--- src/hw/rtl/hotp_sha1_core.sv ---
// Iterative SHA-1 compression: one round per cycle over a 16-word schedule window,
// then a final step for the chaining add. Takes one 512-bit block per start pulse.
// Depends on nothing.
module hotp_sha1_core (
	input  logic         clk,
	input  logic         arst_n,
	input  logic         start,
	input  logic [159:0] h_in,
	input  logic [511:0] blk,
	output logic         done,
	output logic [159:0] h_out
);

	logic         busy_q;
	logic [6:0]   rnd_q;
	logic         done_q;
	logic [31:0]  a_q, b_q, c_q, d_q, e_q;
	logic [159:0] h_q;
	logic [159:0] hout_q;
	logic [31:0]  w_q [16];
	logic [31:0]  f, k, t, w_new, w_mix;

	always_comb begin
		if (rnd_q < 7'd20) begin
			f = (b_q & c_q) | (~b_q & d_q);
			k = 32'h5A827999;
		end else if (rnd_q < 7'd40) begin
			f = b_q ^ c_q ^ d_q;
			k = 32'h6ED9EBA1;
		end else if (rnd_q < 7'd60) begin
			f = (b_q & c_q) | (b_q & d_q) | (c_q & d_q);
			k = 32'h8F1BBCDC;
		end else begin
			f = b_q ^ c_q ^ d_q;
			k = 32'hCA62C1D6;
		end
		t = {a_q[26:0], a_q[31:27]} + f + e_q + k + w_q[0];
		w_mix = w_q[13] ^ w_q[8] ^ w_q[2] ^ w_q[0];
		w_new = {w_mix[30:0], w_mix[31]};
	end

	always_ff @(posedge clk or negedge arst_n) begin
		if (!arst_n) begin
			busy_q <= 1'b0;
			rnd_q  <= '0;
			done_q <= 1'b0;
		end else begin
			done_q <= busy_q && !start && (rnd_q == 7'd80);
			if (start) begin
				busy_q <= 1'b1;
				rnd_q  <= '0;
			end else if (busy_q) begin
				if (rnd_q == 7'd80) begin
					busy_q <= 1'b0;
				end else begin
					rnd_q <= rnd_q + 7'd1;
				end
			end
		end
	end

	always_ff @(posedge clk) begin
		if (start) begin
			h_q <= h_in;
			a_q <= h_in[159:128];
			b_q <= h_in[127:96];
			c_q <= h_in[95:64];
			d_q <= h_in[63:32];
			e_q <= h_in[31:0];
			for (int i = 0; i < 16; i++) begin
				w_q[i] <= blk[511 - 32 * i -: 32];
			end
		end else if (busy_q) begin
			if (rnd_q == 7'd80) begin
				hout_q <= {h_q[159:128] + a_q, h_q[127:96] + b_q, h_q[95:64] + c_q,
					h_q[63:32] + d_q, h_q[31:0] + e_q};
			end else begin
				a_q <= t;
				b_q <= a_q;
				c_q <= {b_q[1:0], b_q[31:2]};
				d_q <= c_q;
				e_q <= d_q;
				for (int i = 0; i < 15; i++) begin
					w_q[i] <= w_q[i + 1];
				end
				w_q[15] <= w_new;
			end
		end
	end

	assign done  = done_q;
	assign h_out = hout_q;

endmodule

--- config.mk ---
export PLATFORM = sky130hd
export DESIGN_NAME = hotp_sha1_core
export DESIGN_NICKNAME = d
export VERILOG_FILES = /design/src/hw/rtl/hotp_sha1_core.sv
export SDC_FILE = /design/constraint.sdc
export NUM_CORES = 2
export LEC_CHECK = 0
export BUFFER_PORTS_ARGS = -buffer_cell sky130_fd_sc_hd__buf_2
export CORE_ASPECT_RATIO = 1.75
export CORE_UTILIZATION = 35
export CTS_CLUSTER_SIZE = 8
export DETAILED_ROUTE_END_ITERATION = 12
export GPL_ROUTABILITY_DRIVEN = 1
export GPL_TIMING_DRIVEN = 0
export HOLD_SLACK_MARGIN = 0.1
export SKIP_CTS_REPAIR_TIMING = 1
export SLEW_MARGIN = 40
export SYNTH_ARGS = -nofsm -noshare
export SYNTH_HDL_FRONTEND = slang
export SYNTH_SLANG_ARGS = --single-unit
export TNS_END_PERCENT = 50
--- constraint.sdc ---
create_clock -name clk -period 16.1 [get_ports clk]
set_input_delay 0.805 -clock clk [delete_from_list [all_inputs] [get_ports clk]]
set_output_delay 0.805 -clock clk [all_outputs]
set_load 0.01 [all_outputs]
== Yosys cells after proc, flatten, opt, wreduce, memory -nomap -nowiden ==
Memories as Yosys holds them, arrays and structs flattened.
Index checks and enable logic that the tools add are counted.

* Output and inout bits: 161
* Input port bits: 675
* Register bits: 489
* Memories kept: 1
* Word-level logic and storage cells: 109
* Memory bits (writable): 512

* Muxes and demuxes: 47
* Bitwise gates (word level): 30
* Equality and inequality tests: 2
* Order comparisons: 3
* $add $sub $neg: 10
* Reductions and logical operators: 6

{| class="wikitable"
|+ Memory list
! name !! words !! width !! read ports !! clocked after Yosys merged registers in !! wr ports !! line !! source
|-
| w_q || 16 || 32 || 16 || 0 || 16 || 20 || <nowiki>logic [31:0] w_q [16];</nowiki>
|}

{| class="wikitable"
|+ Operator list
! kind !! count
|-
| two-way mux 32 bit || 36
|-
| adder 32 bit || 9
|-
| XOR 32 bit || 5
|-
| bitwise AND 32 bit || 4
|-
| bitwise OR 32 bit || 3
|-
| inverter 32 bit || 1
|-
| two-way mux 31 bit || 1
|-
| two-way mux 7 bit || 3
|-
| bitwise OR 1 bit || 16
|-
| less-than comparator 7 x 6 -> 1 bit (second input constant) || 2
|-
| adder 7 x 1 -> 7 bit (second input constant) || 1
|-
| == test 7 bit (second input constant) || 1
|-
| less-than comparator 7 x 5 -> 1 bit (second input constant) || 1
|-
| two-way mux 1 bit || 7
|-
| AND reduction 3 bit || 1
|-
| logical AND 1 bit || 2
|-
| != test 2 bit (second input constant) || 1
|-
| AND reduction 2 bit || 1
|-
| nonzero test 2 bit || 1
|-
| zero test 1 bit || 1
|-
| inverter 1 bit || 1
|}

== Longest topological paths before layout ==
* Depth after elaboration: 13
* Gate-level depth with buffers: 23
* Mapped depth without buffers: 21

== Least setup slack after synthesis ==
Ideal clock, no wire load.

* Kind: input -> register
* From: input port start
* To: register busy_q
* Buffers on the path: 3
* Path slack: 0.859 ns
* Data required time: 14.671 ns
* Library setup time: 1.429 ns
* Stages: 4
* Arrival time: 13.812 ns
* Cells stage by stage: clkbuf_1 clkbuf_1 clkbuf_1 nand2b_1

* Cells in the longest elaborated chain, start to end: 1

{| class="wikitable"
|+ Ends and longest elaborated chain
! what !! line !! source
|-
| from (decl) || 7 || <nowiki>input logic start,</nowiki>
|-
| two-way mux 1 bit || 49 || <nowiki>if (start) begin</nowiki>
|-
| to (signal assigned) || 44 || <nowiki>busy_q <= 1'b0;</nowiki>
|-
| to (signal assigned) || 50 || <nowiki>busy_q <= 1'b1;</nowiki>
|-
| to (signal assigned) || 54 || <nowiki>busy_q <= 1'b0;</nowiki>
|-
| to (decl) || 14 || <nowiki>logic busy_q;</nowiki>
|}

Every way passes these cells.
A chain may end at the register's enable or synchronous reset.

== Worst setup path after layout ==
* From: register rnd_q[2]
* To: register a_q[29] (data pin)

* Cells in the longest elaborated chain, start to end: 11
* Elaborated cells between the ends (all ways): 16
* Those cells by class: 4 x add/sub; 3 x order compare; 9 x mux

{| class="wikitable"
|+ Ends and longest elaborated chain
! what !! line !! source
|-
| from (decl) || 15 || <nowiki>logic [6:0] rnd_q;</nowiki>
|-
| from (signal assigned) || 56 || <nowiki>rnd_q <= rnd_q + 7'd1;</nowiki>
|-
| less-than comparator 7 x 6 -> 1 bit || 30 || <nowiki>end else if (rnd_q < 7'd60) begin</nowiki>
|-
| two-way mux 32 bit || 30 ||
|-
| two-way mux 32 bit || 27 || <nowiki>end else if (rnd_q < 7'd40) begin</nowiki>
|-
| two-way mux 32 bit || 24 || <nowiki>if (rnd_q < 7'd20) begin</nowiki>
|-
| adder 32 bit (2 in a row) || 37 || <nowiki>t = {a_q[26:0], a_q[31:27]} + f + e_q + k + w_q[0];</nowiki>
|-
| adder 32 bit * (2 in a row) || 37 ||
|-
| two-way mux 32 bit * || 74 || <nowiki>if (rnd_q == 7'd80) begin</nowiki>
|-
| two-way mux 32 bit * || 73 || <nowiki>end else if (busy_q) begin</nowiki>
|-
| two-way mux 32 bit * || 63 || <nowiki>if (start) begin</nowiki>
|-
| to (signal assigned) || 65 || <nowiki>a_q <= h_in[159:128];</nowiki>
|-
| to (signal assigned) || 78 || <nowiki>a_q <= t;</nowiki>
|-
| to (decl) || 17 || <nowiki>logic [31:0] a_q, b_q, c_q, d_q, e_q;</nowiki>
|}

Mark *: on every way between the ends. The rest lies on a longest branch, timed or not. The select of a mux whose other input is x is not followed.

==> load_flow_metrics.sql <==
INSERT INTO impl_metrics (metric_group, metric, value, unit) VALUES
('yosys', 'synth-main-ff-cell', 'sky130_fd_sc_hd__edfxtp_1', ''),
('yosys', 'seq_area_frac_synth', '0.5744', ''),
('hold_path', 'whs_path_depth', '1', ''),
('timing', 'finalCritPeriodShare', '0.4671', ''),
('critical_path', 'worstPathBufferInverterCount', '5', ''),
('outcome', 'run_status', 'finished, final reports clean', ''),
('power', 'vdd_ir_drop_max', '0.1319', 'mV'),
('detailed_routing', 'final_antenna_net_count', '0', ''),
('timing', 'setup_viol_count_final', '0', ''),
('floorplanning', 'rows', '187', ''),
('floorplanning', 'fp.dieH', '513.2', 'µm'),
('timing', 'final-max-slew-violation-count', '0', ''),
('grt', 'pin_count_of_the_biggest_net_entering_global_routing', '63', ''),
('placement', 'place.port_buffers', '835', ''),
('detailed_routing', 'drcViolationCount', '0', ''),
('placement', 'placed_area', '59720', 'µm²'),
('critical_path', 'critical_path.max_stage_delay', '0.81', 'ns'),
('timing', 'layout_min_cycle_time', '7.521', 'ns'),
('yosys', 'synth_async_sr_flop_share', '0.008991', ''),
('clock_tree', 'h-tree-depth', '4', ''),
('timing', 'final_critical_path_setup_slack', '8.579', 'ns'),
('grt', 'antenna_found_initial', '85', ''),
('power', 'power_density', '174.1', 'nW/µm²'),
('yosys', 'syn_inst', '3767', ''),
('yosys', 'yosys.area_share.simple', '0.04978', ''),
('yosys', 'yosys_warnings', '0', ''),
('clock_tree', 'clk_pin_slew_worst_paths', '0.06', 'ns'),
('yosys', 'synth_area_in_xor_xnor', '0.04106', ''),
('yosys', 'synth_edf_count', '992', ''),
('layout', 'final_layout_size_suffix_gt1_frac', '0.3604', ''),
('layout', 'fin_nets', '5793', ''),
('detailed_routing', 'wl_per_cell', '27.55', 'µm'),
('clock_tree', 'cts_buffers', '144', ''),
('critical_path', 'reg2reg_slack', '8.58', 'ns'),
('yosys', 'synth_top_family_by_area', 'multiplexers', ''),
('clock_tree', 'clockRootBuffer', 'sky130_fd_sc_hd__clkbuf_16', ''),
('critical_path', 'crit_required', '16.68', 'ns'),
('detailed_routing', 'vias', '35662', ''),
('critical_path', 'crit_top_cell', 'sky130_fd_sc_hd__fa_1', ''),
('yosys', 'synth.mux.area_fraction', '0.1322', ''),
('timing', 'rsz0062_at_grt', 'no', ''),
('floorplanning', 'die_w', '294.1', 'µm'),
('yosys', 'synth_compound_gate_area_share', '0.07949', ''),
('yosys', 'synth-seq-cells', '1001', ''),
('timing', 'finClkSkew', '0.03027', 'ns'),
('critical_path', 'worst_r2r_path_depth', '22', ''),
('critical_path', 'worst-path-max-fanout', '9', ''),
('detailed_routing', 'drt_pass1_iterations', '5', ''),
('critical_path', 'critical_path.reg2reg.endpoint', 'a_q[29]', ''),
('grt', 'groute.usage.overall', '0.2473', ''),
('detailed_routing', 'dr.first_iter.drc_count', '2361', ''),
('critical_path', 'worst_setup_path_end_kind', 'flip-flop', ''),
('layout', 'post_route_design_area', '63800', 'µm²'),
('placement', 'detailed_place_hpwl', '153.8', 'mm'),
('critical_path', 'worst-endpoint-arrival', '8.10', 'ns'),
('grt', 'wire_length_of_the_first_global_routing_pass', '262.0', 'mm'),
('clock_tree', 'tritoncts', 'done', ''),
('timing', 'slew_at_the_pin_closest_to_its_max_slew_limit', '0.8644', 'ns'),
('yosys', 'syn_avg_cell_area', '13.87', 'µm²'),
('floorplanning', 'ioPinCount', '836', ''),
('critical_path', 'worstSetupStartpointType', 'flip-flop', ''),
('critical_path', 'cpLargestDelayFamily', 'compound AO/OA/AOI/OAI gates', ''),
('floorplanning', 'initial_utilization', '0.3523', ''),
('detailed_routing', 'routed_wirelength', '188.5', 'mm'),
('grt', 'grt.overflow.total', '0', ''),
('floorplanning', 'core-area', '148300', 'µm²'),
('hold_path', 'whs_endpoint', 'h_q[4]', ''),
('yosys', 'synth_cell_types', '78', ''),
('power', 'totalPowerFinal', '11.11', 'mW'),
('hold_path', 'hp-class', 'in -> reg', ''),
('yosys', 'synth_fa_ha_area_frac', '0.09458', '');
==> worst max-delay path by stage <==
stage | end | slack, ns | start
floorplan | busy_q | 0.86 | start
global placement | busy_q | -9.53 | start
detailed placement | a_q[29] | 8.55 | rnd_q[2]
CTS | a_q[29] | 8.50 | rnd_q[2]
global route | a_q[29] | 8.20 | rnd_q[3]
finish | a_q[29] | 8.58 | rnd_q[2]
==> worst reg2reg max path: cells and delay by family (launching register included) <==
kind / cells / cell delay, ns
fa+ha+maj: 5 / 2.20
buf+inv: 5 / 0.84
simple gates: 5 / 1.27
compound gates: 7 / 2.67
flops: 1 / 0.35
==> routing by layer <==
| layer | vias up | share of wire | GRT usage |
|---|---|---|---|
| li1 | 16053 | - | - |
| met2 | 1474 | 0.54 | 0.4668 |
| met3 | 462 | 0.068 | 0.06054 |
| met4 | 78 | 0.059 | 0.1372 |
| met5 | - | 0.0025 | 0 |
| met1 | 17595 | 0.33 | 0.2422 |
==> logic make-up (layout without fill, tap and decap cells) <==
group                    Yosys count  in the layout
flip-flops                      1001           1001
AO/OA/AOI/OAI                    632            632
multiplexers                     617            617
AND/OR/NAND/NOR                  565            565
buffers and inverters            387           1448
adder cells (fa/ha/maj)          320            320
XOR/XNOR                         245            245
other                              0             31
==> where the power goes <==
part | switching, mW | total (mW) | leakage, nW | internal (mW)
combinational | 2.72 | 4.67 | 13.8 | 1.96
clock | 1.19 | 2.82 | 1.93 | 1.63
sequential | 0.255 | 3.62 | 10.3 | 3.36
total | 4.16 | 11.1 | 26.0 | 6.95
==> per-stage QoR <==
stage | setup TNS [ns] | std cells
2_1_floorplan | 0 | 3767
3_3_place_gp | -5953.70 | 6586
3_5_place_dp | 0 | 6635
4_1_cts | 0 | 6811
5_1_grt | 0 | 6829
6_report | 0 | 6843
==> cells in the final DEF, fill, tap and decap left out, drive strengths merged, types with 151 or more instances in the layout <==
| master | count |
|---|---|
| edfxtp | 992 |
| inv | 286 |
| clkbuf | 227 |
| nand2 | 196 |
| buf | 923 |
| xnor2 | 204 |
| mux2 | 584 |
| nor2 | 160 |
| a21oi | 151 |
| o21ai | 169 |
| ha | 195 |
==> final cells by class <==
class,instances,area [µm²]
Fill cell,13868,84540
Sequential cell,1001,30010
Multi-Input combinational cell,2379,20790
Timing Repair Buffer,885,4898
Clock buffer,159,3681
Tap cell,1984,2482
Inverter,280,1051
Buffer,107,494.2
Clock inverter,17,309.0
Antenna cell,31,77.57
==> synth_stat cells (7+ instances only) <==
library cell / count / share of area
sky130_fd_sc_hd__a2111oi_0: 9 / 0.0015
sky130_fd_sc_hd__xnor2_1: 204 / 0.034
sky130_fd_sc_hd__dfrtp_1: 9 / 0.0043
sky130_fd_sc_hd__o31ai_1: 13 / 0.0019
sky130_fd_sc_hd__clkbuf_1: 68 / 0.0049
sky130_fd_sc_hd__o211ai_1: 16 / 0.0023
sky130_fd_sc_hd__o21bai_1: 25 / 0.0036
sky130_fd_sc_hd__nand3_1: 37 / 0.0035
sky130_fd_sc_hd__inv_1: 277 / 0.020
sky130_fd_sc_hd__ha_1: 195 / 0.047
sky130_fd_sc_hd__mux2i_1: 33 / 0.0063
sky130_fd_sc_hd__edfxtp_1: 992 / 0.57
sky130_fd_sc_hd__a221oi_1: 16 / 0.0027
sky130_fd_sc_hd__mux2_2: 584 / 0.13
sky130_fd_sc_hd__a211oi_1: 31 / 0.0045
sky130_fd_sc_hd__a311oi_1: 9 / 0.0015
sky130_fd_sc_hd__fa_1: 125 / 0.048
sky130_fd_sc_hd__o21ai_1: 26 / 0.0025
sky130_fd_sc_hd__o21a_1: 33 / 0.0047
sky130_fd_sc_hd__a21o_1: 60 / 0.0086
sky130_fd_sc_hd__nand2b_1: 22 / 0.0026
sky130_fd_sc_hd__nand4_1: 16 / 0.0019
sky130_fd_sc_hd__buf_1: 7 / 0.00050
sky130_fd_sc_hd__nor2_1: 160 / 0.011
sky130_fd_sc_hd__a21boi_1: 10 / 0.0014
sky130_fd_sc_hd__nand2_1: 196 / 0.014
sky130_fd_sc_hd__a21oi_1: 150 / 0.014
sky130_fd_sc_hd__o21ai_0: 143 / 0.014
sky130_fd_sc_hd__a31oi_1: 15 / 0.0018
sky130_fd_sc_hd__and3_1: 34 / 0.0041
sky130_fd_sc_hd__xor2_1: 41 / 0.0069
sky130_fd_sc_hd__buf_2: 32 / 0.0031
sky130_fd_sc_hd__nor2b_1: 21 / 0.0025
sky130_fd_sc_hd__o31a_1: 10 / 0.0017
sky130_fd_sc_hd__nor3_1: 39 / 0.0037
sky130_fd_sc_hd__o221a_2: 11 / 0.0024
==> sequential cells by signal, summed over array words and instances (netlist names) <==
register  cells
a_q          32
w_q         512
b_q          32
d_q          32
e_q          32
done          1
h_out       160
h_q         160
rnd_q         7
busy_q        1
c_q          32
Power figures use the tool's default switching activity.
